===== src/rtl/fld_pkg.sv =====
// shared constants for the fuzzy level danger estimator
package fld_pkg;

  // field and bus widths
  localparam int unsigned DIST_W      = 12;
  localparam int unsigned LEVEL_W     = 15;
  localparam int unsigned LEVEL_FRAC  = 8;
  localparam int unsigned IN_TDATA_W  = 16;
  localparam int unsigned OUT_TDATA_W = 16;

  // valid measuring range, upper end in mm
  localparam int unsigned RANGE_MAX_MM = 4000;

  // safe set: rising edge between these corners, flat above
  localparam int unsigned SAFE_A    = 200;
  localparam int unsigned SAFE_B    = 250;
  localparam int unsigned SAFE_SPAN = SAFE_B - SAFE_A;

  // warning set: triangle
  localparam int unsigned WARN_A    = 100;
  localparam int unsigned WARN_B    = 180;
  localparam int unsigned WARN_C    = 260;
  localparam int unsigned WARN_SPAN = WARN_B - WARN_A;

  // danger set: flat from 1 mm, falling edge between these corners
  localparam int unsigned DANGER_C    = 100;
  localparam int unsigned DANGER_D    = 150;
  localparam int unsigned DANGER_SPAN = DANGER_D - DANGER_C;

  // rule consequents
  localparam int unsigned W_SAFE   = 10;
  localparam int unsigned W_WARN   = 50;
  localparam int unsigned W_DANGER = 90;

  // largest level the weighted average can reach
  localparam int unsigned LEVEL_MAX = W_DANGER << LEVEL_FRAC;

endpackage


===== src/rtl/fld_div.sv =====
// pipelined restoring divider, one quotient bit per stage
module fld_div #(
  parameter int GRADE_FRAC_BITS = 8
) (
  input  logic                            clk,
  input  logic                            rst_n,
  input  logic                            in_valid,
  output logic                            in_ready,
  input  logic [GRADE_FRAC_BITS+7:0]      in_num,
  input  logic [GRADE_FRAC_BITS+1:0]      in_sum,
  input  logic                            in_flag,
  output logic                            out_valid,
  input  logic                            out_ready,
  output logic [fld_pkg::LEVEL_W-1:0]     out_quo,
  output logic                            out_flag
);
  import fld_pkg::*;

  localparam int unsigned G      = GRADE_FRAC_BITS;
  localparam int unsigned NUM_W  = G + 8;
  localparam int unsigned SUM_W  = G + 2;
  localparam int unsigned DVD_W  = NUM_W + LEVEL_FRAC;
  localparam int unsigned STAGES = LEVEL_W;

  // per stage state
  logic [SUM_W-1:0]   rem_r  [STAGES];
  logic [LEVEL_W-1:0] dlo_r  [STAGES];
  logic [LEVEL_W-1:0] quo_r  [STAGES];
  logic [SUM_W-1:0]   sum_r  [STAGES];
  logic [STAGES-1:0]  flag_r;
  logic [STAGES-1:0]  v_r;
  logic [STAGES:0]    rdy;
  logic [DVD_W-1:0]   dvd;

  // dividend is the numerator scaled by the level fraction
  assign dvd = {in_num, LEVEL_FRAC'(0)};

  // a stage moves when it is empty or the next one moves
  assign rdy[STAGES] = out_ready;
  assign in_ready    = rdy[0];

  for (genvar k = 0; k < STAGES; k++) begin : g_st
    logic [SUM_W-1:0]   s_rem;
    logic [LEVEL_W-1:0] s_dlo;
    logic [LEVEL_W-1:0] s_quo;
    logic [SUM_W-1:0]   s_sum;
    logic               s_flag;
    logic               s_v;
    logic [SUM_W:0]     trial;
    logic               fits;
    logic [SUM_W-1:0]   rem_nxt;
    logic [LEVEL_W-1:0] dlo_nxt;
    logic [LEVEL_W-1:0] quo_nxt;

    // source of this stage
    if (k == 0) begin : g_src0
      assign s_rem  = SUM_W'(dvd[DVD_W-1:LEVEL_W]);
      assign s_dlo  = dvd[LEVEL_W-1:0];
      assign s_quo  = '0;
      assign s_sum  = in_sum;
      assign s_flag = in_flag;
      assign s_v    = in_valid;
    end else begin : g_srcn
      assign s_rem  = rem_r[k-1];
      assign s_dlo  = dlo_r[k-1];
      assign s_quo  = quo_r[k-1];
      assign s_sum  = sum_r[k-1];
      assign s_flag = flag_r[k-1];
      assign s_v    = v_r[k-1];
    end

    assign rdy[k] = !v_r[k] || rdy[k+1];

    // shift in the next dividend bit, subtract when it fits
    always_comb begin
      trial   = {s_rem, s_dlo[LEVEL_W-1]};
      fits    = trial >= {1'b0, s_sum};
      rem_nxt = fits ? SUM_W'(trial - {1'b0, s_sum}) : trial[SUM_W-1:0];
      dlo_nxt = {s_dlo[LEVEL_W-2:0], 1'b0};
      quo_nxt = {s_quo[LEVEL_W-2:0], fits};
    end

    always_ff @(posedge clk) begin
      if (!rst_n) begin
        v_r[k] <= 1'b0;
      end else if (rdy[k]) begin
        v_r[k] <= s_v;
      end
    end

    always_ff @(posedge clk) begin
      if (rdy[k] && s_v) begin
        rem_r[k]  <= rem_nxt;
        dlo_r[k]  <= dlo_nxt;
        quo_r[k]  <= quo_nxt;
        sum_r[k]  <= s_sum;
        flag_r[k] <= s_flag;
      end
    end
  end

  // last stage is the output register
  assign out_valid = v_r[STAGES-1];
  assign out_quo   = quo_r[STAGES-1];
  assign out_flag  = flag_r[STAGES-1];

endmodule


===== src/rtl/fuzzy_level_danger_estimator.sv =====
// fuzzy water level danger estimator, top level
//
//  channel | direction | tdata                      | tuser
//  --------+-----------+----------------------------+-------------------
//  in_     | slave     | [11:0] distance_mm         | none
//  out_    | master    | [14:0] danger_level (Q7.8) | [0] out_of_range
//
// one item enters per cycle unless out_tready has held the full pipeline; an item passes
// through 18 register stages: input register, grade stage, weighted-sum stage, then 15
// divider stages of one quotient bit each, the last being the output register.
// the divider compare/subtract of the grade sum sets the stage depth.
// rst_n clears all stage valid bits; payload registers are not reset.
// a stalled output holds its item; empty stages keep filling while out_tready is low.
module fuzzy_level_danger_estimator #(
  parameter int GRADE_FRAC_BITS = 8
) (
  input  logic                            clk,
  input  logic                            rst_n,
  input  logic                            in_tvalid,
  output logic                            in_tready,
  input  logic [fld_pkg::IN_TDATA_W-1:0]  in_tdata,   // [11:0] distance_mm
  output logic                            out_tvalid,
  input  logic                            out_tready,
  output logic [fld_pkg::OUT_TDATA_W-1:0] out_tdata,  // [14:0] danger_level
  output logic                            out_tuser   // [0] out_of_range
);
  import fld_pkg::*;

  localparam int unsigned G         = GRADE_FRAC_BITS;
  localparam int unsigned GR_W      = G + 1;
  localparam int unsigned SUM_W     = G + 2;
  localparam int unsigned NUM_W     = G + 8;
  localparam int unsigned SAFE_IW   = $clog2(SAFE_SPAN);
  localparam int unsigned WARN_IW   = $clog2(WARN_SPAN);
  localparam int unsigned DANGER_IW = $clog2(DANGER_SPAN);
  localparam logic [GR_W-1:0] GRADE_ONE = GR_W'(1) << G;

  // edge tables: (d << G) / span
  logic [G-1:0] t_safe   [SAFE_SPAN];
  logic [G-1:0] t_warn   [WARN_SPAN];
  logic [G-1:0] t_danger [DANGER_SPAN];

  for (genvar i = 0; i < SAFE_SPAN; i++) begin : g_tsafe
    localparam int unsigned TV = (i << G) / SAFE_SPAN;
    assign t_safe[i] = G'(TV);
  end
  for (genvar i = 0; i < WARN_SPAN; i++) begin : g_twarn
    localparam int unsigned TV = (i << G) / WARN_SPAN;
    assign t_warn[i] = G'(TV);
  end
  for (genvar i = 0; i < DANGER_SPAN; i++) begin : g_tdanger
    localparam int unsigned TV = (i << G) / DANGER_SPAN;
    assign t_danger[i] = G'(TV);
  end

  // stage registers
  logic [DIST_W-1:0] x_r;
  logic              va_r;
  logic [GR_W-1:0]   gs_r, gw_r, gd_r;
  logic              oorb_r;
  logic              vb_r;
  logic [NUM_W-1:0]  num_r;
  logic [SUM_W-1:0]  sum_r;
  logic              oorc_r;
  logic              vc_r;

  logic              rdy_a, rdy_b, rdy_c;
  logic              div_ready;
  logic [GR_W-1:0]   gs_nxt, gw_nxt, gd_nxt;
  logic              oor_nxt;
  logic [NUM_W-1:0]  num_nxt;
  logic [SUM_W-1:0]  sum_nxt;
  logic [LEVEL_W-1:0] quo;

  // per stage ready chain
  assign rdy_c     = !vc_r || div_ready;
  assign rdy_b     = !vb_r || rdy_c;
  assign rdy_a     = !va_r || rdy_b;
  assign in_tready = rdy_a;

  // input register
  always_ff @(posedge clk) begin
    if (!rst_n) begin
      va_r <= 1'b0;
    end else if (rdy_a) begin
      va_r <= in_tvalid;
    end
  end

  always_ff @(posedge clk) begin
    if (rdy_a && in_tvalid) begin
      x_r <= in_tdata[DIST_W-1:0];
    end
  end

  // membership grades
  always_comb begin
    oor_nxt = (x_r == '0) || (x_r > DIST_W'(RANGE_MAX_MM));

    // safe: rises from 200 to 250, flat to the end of the range
    if (x_r <= DIST_W'(SAFE_A)) begin
      gs_nxt = '0;
    end else if (x_r < DIST_W'(SAFE_B)) begin
      gs_nxt = {1'b0, t_safe[SAFE_IW'(x_r - DIST_W'(SAFE_A))]};
    end else begin
      gs_nxt = GRADE_ONE;
    end

    // warning: triangle with its peak at 180
    if (x_r <= DIST_W'(WARN_A) || x_r >= DIST_W'(WARN_C)) begin
      gw_nxt = '0;
    end else if (x_r < DIST_W'(WARN_B)) begin
      gw_nxt = {1'b0, t_warn[WARN_IW'(x_r - DIST_W'(WARN_A))]};
    end else if (x_r == DIST_W'(WARN_B)) begin
      gw_nxt = GRADE_ONE;
    end else begin
      gw_nxt = {1'b0, t_warn[WARN_IW'(DIST_W'(WARN_C) - x_r)]};
    end

    // danger: flat up to 100, falls to 150
    if (x_r <= DIST_W'(DANGER_C)) begin
      gd_nxt = GRADE_ONE;
    end else if (x_r < DIST_W'(DANGER_D)) begin
      gd_nxt = {1'b0, t_danger[DANGER_IW'(DIST_W'(DANGER_D) - x_r)]};
    end else begin
      gd_nxt = '0;
    end
  end

  always_ff @(posedge clk) begin
    if (!rst_n) begin
      vb_r <= 1'b0;
    end else if (rdy_b) begin
      vb_r <= va_r;
    end
  end

  always_ff @(posedge clk) begin
    if (rdy_b && va_r) begin
      gs_r   <= gs_nxt;
      gw_r   <= gw_nxt;
      gd_r   <= gd_nxt;
      oorb_r <= oor_nxt;
    end
  end

  // weighted sum and grade sum; out of range or empty sum divides 0 by 1
  always_comb begin
    sum_nxt = SUM_W'(gs_r) + SUM_W'(gw_r) + SUM_W'(gd_r);
    num_nxt = NUM_W'(gs_r) * NUM_W'(W_SAFE) + NUM_W'(gw_r) * NUM_W'(W_WARN)
            + NUM_W'(gd_r) * NUM_W'(W_DANGER);
    if (oorb_r || sum_nxt == '0) begin
      num_nxt = '0;
      sum_nxt = SUM_W'(1);
    end
  end

  always_ff @(posedge clk) begin
    if (!rst_n) begin
      vc_r <= 1'b0;
    end else if (rdy_c) begin
      vc_r <= vb_r;
    end
  end

  always_ff @(posedge clk) begin
    if (rdy_c && vb_r) begin
      num_r  <= num_nxt;
      sum_r  <= sum_nxt;
      oorc_r <= oorb_r;
    end
  end

  // level = (num << 8) / sum
  fld_div #(
    .GRADE_FRAC_BITS (GRADE_FRAC_BITS)
  ) u_div (
    .clk       (clk),
    .rst_n     (rst_n),
    .in_valid  (vc_r),
    .in_ready  (div_ready),
    .in_num    (num_r),
    .in_sum    (sum_r),
    .in_flag   (oorc_r),
    .out_valid (out_tvalid),
    .out_ready (out_tready),
    .out_quo   (quo),
    .out_flag  (out_tuser)
  );

  assign out_tdata = OUT_TDATA_W'(quo);

endmodule


===== config.mk =====
export PLATFORM = sky130hd
export DESIGN_NAME = fuzzy_level_danger_estimator
export DESIGN_NICKNAME = d
export VERILOG_FILES = /design/src/rtl/fld_pkg.sv /design/src/rtl/fld_div.sv /design/src/rtl/fuzzy_level_danger_estimator.sv
export SDC_FILE = /design/constraint.sdc
export NUM_CORES = 1
export LEC_CHECK = 0
export CORE_MARGIN = 2
export CORE_UTILIZATION = 50
export CTS_BUF_LIST = sky130_fd_sc_hd__clkbuf_4 sky130_fd_sc_hd__clkbuf_8 sky130_fd_sc_hd__clkbuf_16
export DETAILED_ROUTE_END_ITERATION = 10
export DONT_BUFFER_PORTS = 1
export GPL_TIMING_DRIVEN = 0
export PLACE_DENSITY = 0.77
export SLEW_MARGIN = 10
export SYNTH_ARGS = -nofsm -noshare
export SYNTH_HDL_FRONTEND = slang
export SYNTH_SLANG_ARGS = --single-unit
export TNS_END_PERCENT = 30

===== constraint.sdc =====
create_clock -name clk -period 5.41 [get_ports clk]
set_clock_uncertainty 0.05 [all_clocks]
set_input_delay 0.2705 -clock clk [delete_from_list [all_inputs] [get_ports clk]]
set_output_delay 0.2705 -clock clk [all_outputs]
set_load 0.005 [all_outputs]

## After elaboration in Yosys (flattened, before gate mapping)

Memory sizes are Yosys's and may differ from the RTL's. A register that Yosys moved wholly into a read port is not among the register bits.
Index checks and enable logic that the tools add are counted.

- $add $sub $neg: 23
- Multipliers: 3
- $lt $le $gt $ge: 25
- Equality and inequality tests: 1
- Multiplexer cells: 54
- Bitwise logic cells: 6
- Reduce and logical (&&, ||, !) cells: 62

Operators by type and width:

| operator | count |
|---|---|
| $ge 11x10->1 | 14 |
| $mux 10 | 15 |
| $sub 10x10->10 | 15 |
| $mux 8 | 7 |
| $lt 12x8->1 const B | 3 |
| $mux 1 | 30 |
| $logic_or 1x1->1 | 21 |
| $logic_and 1x1->1 | 18 |
| $logic_not 1->1 | 18 |
| $mux 9 | 2 |
| $add 13x15->16 | 1 |
| $add 16x16->16 | 1 |
| $ge 8x8->1 const B | 2 |
| $not 7->8 | 2 |
| $mul 9x6->15 const B | 1 |
| $mul 9x5->14 const B | 1 |
| $not 6->7 | 2 |
| $eq 12x8->1 const B | 1 |
| $ge 12x9->1 const B | 1 |
| $gt 12x12->1 const B | 1 |
| $le 12x7->1 const B | 1 |
| $le 12x8->1 const B | 1 |
| $logic_not 12->1 | 1 |
| $mul 9x3->12 const B | 1 |
| 11 further kinds | 14 |

- Bits in registers: 92
- Bits in writable memories: 735
- ROM bits: 3072
- Input bits: 20
- Output and inout port bits: 19
- Word-level logic and storage cells: 225
- Memories: 8

Memory list:

| name | depth | bits a word | rd ports | clocked after memory_dff | write ports | RTL line | source |
|---|---|---|---|---|---|---|---|
| (no name shown) | 128 | 8 | 1 | 0 | 0 | fuzzy_level_danger_estimator.sv:117 | `gw_nxt = {1'b0, t_warn[WARN_IW'(DIST_W'(WARN_C) - x_r)]};` |
| (no name shown) | 128 | 8 | 1 | 0 | 0 | fuzzy_level_danger_estimator.sv:113 | `gw_nxt = {1'b0, t_warn[WARN_IW'(x_r - DIST_W'(WARN_A))]};` |
| (no name shown) | 64 | 8 | 1 | 1 | 0 | fuzzy_level_danger_estimator.sv:124 | `gd_nxt = {1'b0, t_danger[DANGER_IW'(DIST_W'(DANGER_D) - x_r)]};` |
| (no name shown) | 64 | 8 | 1 | 0 | 0 | fuzzy_level_danger_estimator.sv:104 | `gs_nxt = {1'b0, t_safe[SAFE_IW'(x_r - DIST_W'(SAFE_A))]};` |
| u_div.quo_r | 15 | 15 | 15 | 0 | 15 | fld_div.sv:28 | `logic [LEVEL_W-1:0] quo_r [STAGES];` |
| u_div.dlo_r | 15 | 14 | 14 | 0 | 15 | fld_div.sv:27 | `logic [LEVEL_W-1:0] dlo_r [STAGES];` |
| 2 more memories | - | - | - | - | - | - |  |

## Depth between registers and ports, before layout

Gate-level depths: netlist (run 1).

- Word-level depth: 20
- Mapped depth: 22
- Gate-level depth less buffers: 22

## Cells and area by module

From an unflattened synthesis (run 1), not the netlist that was laid out.

- Cell total of the unflattened synthesis: 2658
- Area, all modules: 30852.1 um^2

By module, submodules not included:

| module | instances | cells an instance | area an instance (um^2) | seq. area each (um^2) |
|---|---|---|---|---|
| fld_div | 1 | 1642 | 21958.6 | 13392.8 |
| fuzzy_level_danger_estimator | 1 | 1016 | 8893.5 | 2011.9 |

## Least setup slack after synthesis (run 1)

Ideal clock, no wire load.

- Path kind: register to register
- Start: register gd_r[0]
- End: register num_r[15], data pin
- Setup time: 0.266 ns
- Data arrival time: 4.594 ns
- Data required time: 5.094 ns
- Path slack: 0.500 ns
- Stages on the path, launching flop included: 21
- Path buffers: 0
- Clock period less this slack: 4.910 ns
- Cell sequence: edfxtp_1 > ha_1 > ha_1 > inv_1 > fa_1 > inv_1 > ha_1 > a21o_1 > a21oi_1 > o21bai_1 > a2111oi_0 > nor2_1 > xnor2_1 > fa_1 > ha_1 > inv_1 > o21bai_1 > a41oi_1 > a21oi_1 > xnor2_1 > nor2_1

- Cells in the longest elaborated chain, start to end: 3
- Elaborated cells on any way between the ends: 5
- Classes of those cells: 2 x add/sub; 1 x mul; 2 x reduce/logical

Ends and longest elaborated chain:

| element | RTL line | source |
|---|---|---|
| from (decl) | fuzzy_level_danger_estimator.sv:59 | `logic [GR_W-1:0] gs_r, gw_r, gd_r;` |
| parallel branches: the longest is 3 deep, another holds $add 16x16->16 | - |  |
| to (signal assigned) | fuzzy_level_danger_estimator.sv:168 | `num_r <= num_nxt;` |
| to (decl) | fuzzy_level_danger_estimator.sv:62 | `logic [NUM_W-1:0] num_r;` |

Several ways; the timed one is not identified.
A chain may end at the register's enable or synchronous reset.

## Worst setup path after layout (run 1)

- Start: register gd_r[2]
- End: register num_r[13], data pin

The elaborated chain is that of the path after synthesis.

==> flow_metrics.py, run 1 <==
metrics = {
    "pwr": {
        "irDropWorstVdd_v": 0.000234,
        "cellLeakagePower_nw": 13.6,
        "total_power_mw": 9.09,
        "pwr_density_cell_nw_per_um2": 267,
    },
    "worst_hold_path": {
        "hold_class": "input pin to flop",
    },
    "die": {
        "die_w_um": 251,
        "core_area_um2": 60200,
        "ioPinCount": 39,
        "rows": 90,
        "initial_utilization_pct": 50.5,
        "die_y_um": 251,
        "dieArea_um2": 62800,
    },
    "timing": {
        "drv_slew": 0,
        "finalSetupViolCount": 0,
        "fin_crit_ps": 5190,
        "relSlewSlack_pct": 21.9,
        "fmax_ghz": 0.193,
        "worst_hold_slack_ps": 184,
        "final.period_utilization_pct": 96.0,
        "report.final.hold_viol_count": 0,
        "worst-slew-pin-transition_ps": 1170,
    },
    "clock_network": {
        "clkSlewWorstSetupHoldPaths_ps": 60,
        "clk_latency_ps": 610,
        "cts.sinks": 509,
        "cts-root-buf": "clkbuf_16",
        "h-tree-depth": 2,
        "cts.path.max_buffers": 3,
        "cts_tree": "yes",
        "cts_buffers": 53,
    },
    "grt": {
        "grt_pass1_vias": 20776,
        "antenna_found_initial": 0,
        "grt_pass1_wl_um": 106000,
        "grtUsageTotal_pct": 20.8,
        "grt-ovfl-total": 0,
        "grt_max_degree": 35,
    },
    "yosys": {
        "async_flop_share_pct": 0,
        "syn_nets": 2986,
        "syn_area_um2": 30400,
        "synth_top_family_by_area": "adder cells",
        "yosys_warnings": 0,
        "synth.distinct_cells": 83,
        "synth_edf_count": 491,
        "synth_ff_type": "edfxtp_1",
        "synth_xor_area_share_pct": 4.30,
        "yosysSeqAreaShare_pct": 49.7,
        "synth_compound_area_share_pct": 13.0,
        "syn_inst": 2643,
        "muxShareOfSynthArea_pct": 5.08,
        "synthAdderAreaFrac_pct": 14.6,
        "syn_area_per_cell_um2": 11.5,
        "ys_ff_latch": 509,
        "synth-simple-area-share_pct": 8.47,
    },
    "cells_and_area": {
        "drive_above_1_share_pct": 9.73,
        "diodes": 0,
        "multi_input_area_um2": 14100,
        "layout.nets": 3083,
        "fill_cells": 4849,
        "final_cell_mix": "edfxtp_1, inv_1, ha_1",
        "regArea_um2": 15100,
        "final_common_cell": "edfxtp_1",
        "area_growth_pct": 11.8,
    },
    "critical_path": {
        "crit_required_ps": 5710,
        "crit_arrival_ps": 5490,
        "cp_max_fo": 4,
        "crit_type": "flop to flop",
        "worstSetupEndpointType": "flop",
        "startpoint_type": "flop",
    },
    "detailed_routing": {
        "viasPerCell": 5.73,
        "drc": 0,
        "routed_wl_um": 64900,
        "first_pass_iters": 7,
        "num_vias": 20441,
        "drt_iter0_markers": 1312,
        "avgRoutedWirePerCell_um": 18.2,
        "antenna_left": 0,
    },
    "flow_run": {
        "maxCapViolCount": 0,
    },
    "placement": {
        "place_congestion": 0.936,
        "port_buffers": 0,
        "dp.final_hpwl_um": 49200,
    },
    "status": {
        "outcome": "finished, final reports clean",
    },
}
[state kept, by name (all words and copies together), names as in the netlist, 11 cells and up]
register	cells
u_div.rem_r	140
u_div.sum_r	140
u_div.quo_r	120
num_r	15
u_div.g_st.s_flag	14
u_div.g_st.s_v	14
x_r	12
u_div.dlo_r	11
[per-stage QoR]
step | util, % | cells | worst slack [ps] | cell area (um^2) | TNS, ps
floorplan | - | 2643 | 500 | 30400 | 0
global placement | 52.1 | 3425 | -41.3 | 31400 | -41.3
detailed placement | 52.6 | 3438 | -120 | 31700 | -123
CTS | 56.0 | 3556 | 41.3 | 33800 | 0
global route | 56.4 | 3567 | -15.2 | 34000 | -29.0
finish | 56.4 | 3567 | 217 | 34000 | 0
[cell type report]
type                       instances  area share, %
timing repair buffer              42           1.38
clock inverter                    32           1.26
buffer                            68          0.865
tap                              782           2.88
multi-input combinational       1751           41.4
sequential                       509           44.4
clock buffer                      68           4.31
inverter                         315           3.49
[cell usage after synthesis (all sizes together), types with 32 or more instances]
| cell | n | share of area [%] |
|---|---|---|
| xnor2 | 116 | 3.4 |
| mux2 | 95 | 3.5 |
| o21a | 63 | 1.6 |
| mux2i | 34 | 1.1 |
| nand2 | 94 | 1.2 |
| fa | 51 | 3.4 |
| buf | 32 | 0.52 |
| a21oi | 181 | 3.2 |
| nor2b | 58 | 1.2 |
| inv | 313 | 3.9 |
| nor2 | 193 | 2.4 |
| ha | 272 | 11 |
| a211oi | 33 | 0.81 |
| edfxtp | 491 | 48 |
| clkbuf | 36 | 0.44 |
| o21ai | 141 | 2.3 |
[path summary, 6_finish.rpt]
kind,endpoint,slack (ps),start,cells after the start
worst min-delay path,u_div.g_st[7].s_v$_SDFFE_PN0P_,180,rst_n,2
worst min register to register,u_div.quo_r[10][9]$_DFFE_PP_,350,u_div.quo_r[9][8]$_DFFE_PP_,0
worst max register to register,num_r[13]$_SDFFCE_PP0P_,220,gd_r[2]$_SDFFCE_PP0P_,23
worst max-delay path,num_r[13]$_SDFFCE_PP0P_,220,gd_r[2]$_SDFFCE_PP0P_,23
[kinds of logic after synthesis]
family	after synthesis
muxes	135
buffers and inverters	383
adders and majority gates	324
DFF	509
xor gates and xnor gates	146
other	1
and+or+nand+nor	530
AOI/OAI and AO/OA	615
[report_power, final]
group          internal [mW]  switching [mW]  total, mW  leakage [nW]
registers               4.31          0.0283       4.34          4.64
logic                  0.328           0.574      0.903          8.01
clock network           2.32            1.53       3.84         0.938
[critical path, stage by stage, from the launching register on]
cell	delay (ps)
edfxtp_1	450
buf_4	180
ha_4	240
ha_1	260
inv_1	50
fa_1	500
inv_1	50
ha_1	200
inv_1	80
fa_2	210
nor2b_1	60
o31a_1	270
or2_2	320
a21oi_4	150
xor2_2	90
fa_1	540
inv_1	70
ha_4	270
a21oi_2	140
o21bai_1	110
a41oi_2	240
buf_4	170
xor2_2	140
nor2_1	70
[metal layers]
| metal | global-route usage (%) | vias to the layer above | part of all wire (%) |
|---|---|---|---|
| met5 | 0 | - | 0 |
| met4 | 6.54 | 0 | 2.7 |
| met3 | 3.78 | 125 | 5.1 |
| met2 | 37.0 | 559 | 50 |
| li1 | - | 9801 | - |
| met1 | 25.6 | 9956 | 42 |
[what timing repair did]
item / 4_1_cts / 5_1_grt
hold endpoints to repair: 15 / 0
hold buffers: 14 / 0
gates resized for setup: 3 / 19
setup endpoints to repair: 2 / 4
buffers inserted: 4 / 11
pin swaps: 0 / 7
Power figures use the tool's default switching activity.
==> inputs of run 2 (changes only) <==
--- a/config.mk
+++ b/config.mk
@@ -5,6 +5,7 @@
 export SDC_FILE = /design/constraint.sdc
 export NUM_CORES = 1
 export LEC_CHECK = 0
+export CORE_ASPECT_RATIO = 0.9
 export CORE_MARGIN = 2
 export CORE_UTILIZATION = 50
 export CTS_BUF_LIST = sky130_fd_sc_hd__clkbuf_4 sky130_fd_sc_hd__clkbuf_8 sky130_fd_sc_hd__clkbuf_16
==> run 2 against run 1 <==
Compared with the run above:
- count of clock-buffer cells in the layout grew 2
- final area is 0.30% lower
- total power down 1.8%
- via count rose by 1.3%
- setup slack worse by 59 ps
- routed wire length is 2.7% higher
- critical path type unchanged
- critical path depth decreased by 3
==> flow_metrics.py, run 2 (synthesis results as in run 1) <==
metrics = {
    "die": {
        "ioPinCount": 39,
        "rows": 85,
        "initial_utilization_pct": 50.7,
        "die_w_um": 264,
        "die_y_um": 238,
        "dieArea_um2": 62800,
        "core_area_um2": 60000,
    },
    "cells_and_area": {
        "fill_cells": 4847,
        "final_common_cell": "edfxtp_1",
        "layout.nets": 3082,
        "diodes": 0,
        "largestRegisters": "u_div.rem_r x140, u_div.sum_r x140, u_div.quo_r x120",
        "final_cell_mix": "edfxtp_1, inv_1, ha_1",
        "drive_above_1_share_pct": 9.61,
        "area_growth_pct": 11.5,
    },
    "placement": {
        "place_congestion": 0.953,
        "port_buffers": 0,
        "dp_slack_ps": -214,
        "dp.final_hpwl_um": 50000,
    },
    "critical_path": {
        "cp_max_fo": 4,
        "crit_arrival_ps": 5530,
        "crit_type": "flop to flop",
        "crit_required_ps": 5690,
        "startpoint_type": "flop",
        "worstSetupEndpointType": "flop",
    },
    "grt": {
        "antenna_found_initial": 0,
        "grt_pass1_vias": 21036,
        "grt-ovfl-total": 0,
        "grtUsageMet3_pct": 3.16,
        "use_met1_pct": 27.9,
        "grt_use_met2_pct": 36.2,
        "grtUsageTotal_pct": 21.3,
        "grt_pass1_wl_um": 109000,
        "busiest_layer": "met2",
        "grt_max_degree": 35,
    },
    "detailed_routing": {
        "first_pass_iters": 6,
        "viasPerCell": 5.81,
        "drt_iter0_markers": 1744,
        "num_vias": 20698,
        "routed_wl_um": 66600,
        "avgRoutedWirePerCell_um": 18.7,
        "drc": 0,
        "antenna_left": 0,
    },
    "pwr": {
        "irDropWorstVdd_v": 0.000255,
        "pwr_density_cell_nw_per_um2": 263,
        "cellLeakagePower_nw": 13.5,
    },
    "clock_network": {
        "cts.sinks": 509,
        "clk_latency_ps": 620,
        "cts_tree": "yes",
        "cts_buffers": 53,
        "clkSlewWorstSetupHoldPaths_ps": 60,
        "h-tree-depth": 2,
        "cts-root-buf": "clkbuf_16",
        "cts.path.max_buffers": 3,
    },
    "timing": {
        "fin_setup_tns_ps": 0,
        "drv_slew": 0,
        "worst-slew-pin-transition_ps": 982,
        "fmax_ghz": 0.190,
        "report.final.hold_viol_count": 0,
        "relSlewSlack_pct": 34.5,
        "fin_crit_ps": 5250,
        "finalSetupViolCount": 0,
        "setup_slack_ps": 159,
        "final.period_utilization_pct": 97.1,
    },
    "flow_run": {
        "maxCapViolCount": 0,
    },
    "status": {
        "outcome": "finished, final reports clean",
    },
    "worst_hold_path": {
        "hold_class": "input pin to flop",
    },
}
==> run 2: cell types whose count changed in the layout (fill, tap and decap cells not counted), moves of 2 or more <==
cell,change
bufinv_16,-4
clkinv_2,-4
clkinvlp_4,+4
buf_4,+2
buf_8,-2
clkbuf_8,+2
inv_6,-2
==> run 2: stage by stage <==
stage	cell area, um^2	power, mW	hold WS (ps)	utilization, %	std cells
floorplan	30400	5.05	319	-	2643
global placement	31400	5.27	319	52.3	3426
detailed placement	31700	5.29	319	52.8	3436
CTS	33700	8.98	143	56.1	3551
global route	33900	9.24	193	56.5	3562
finish	33900	8.92	174	56.5	3562
==> run 2: final cells by class <==
cell class                 count  area, um^2  area share, %
sequential                   509       15100           44.6
tap                          783         980           2.89
multi-input combinational   1751       14100           41.6
clock inverter                25         270          0.797
inverter                     315        1180           3.50
timing repair buffer          41         444           1.31
clock buffer                  70        1510           4.45
buffer                        68         294          0.868
==> run 2: repair_timing <==
action | 4_1_cts | 5_1_grt
hold buffers | 14 | 0
pin swaps | 2 | 12
setup endpoints to repair | 3 | 5
buffers inserted | 6 | 11
hold endpoints to repair | 15 | 0
gates cloned | 0 | 0
resized for setup | 5 | 21
==> run 2: layer usage <==
| metal | vias to the layer above | routed length (um) |
|---|---|---|
| li1 | 9796 | - |
| met1 | 10038 | 28600 |
| met2 | 679 | 31900 |
| met3 | 185 | 4070 |
| met4 | 0 | 2150 |
| met5 | - | 0 |
==> run 2: worst paths after layout <==
kind,start,to,slack (ps),depth (start not counted)
worst max-delay path,gd_r[5]$_SDFFCE_PP0P_,num_r[15]$_SDFFCE_PP0P_,160,20
worst min-delay path,rst_n,u_div.g_st[7].s_v$_SDFFE_PN0P_,170,2
worst max register to register,gd_r[5]$_SDFFCE_PP0P_,num_r[15]$_SDFFCE_PP0P_,160,20
worst min register to register,u_div.quo_r[8][1]$_DFFE_PP_,u_div.quo_r[9][2]$_DFFE_PP_,360,0
==> run 2: worst max-delay path: stages, from the launching register on <==
cell and delay (ps):
edfxtp_1 500, ha_1 360, inv_1 70, fa_1 500, fa_1 510, inv_1 40
ha_2 330, o21a_1 130, o31a_1 140, or2_2 320, a21oi_2 160, xor2_1 180
fa_1 430, inv_1 110, ha_4 230, a21oi_2 150, o21bai_1 100, a41oi_2 230
a21oi_2 110, xnor2_2 240, nor2_1 90
==> run 2: power breakdown <==
group          switching (mW)  internal (mW)
logic                   0.578          0.329
clock network            1.52           2.16
registers              0.0281           4.31
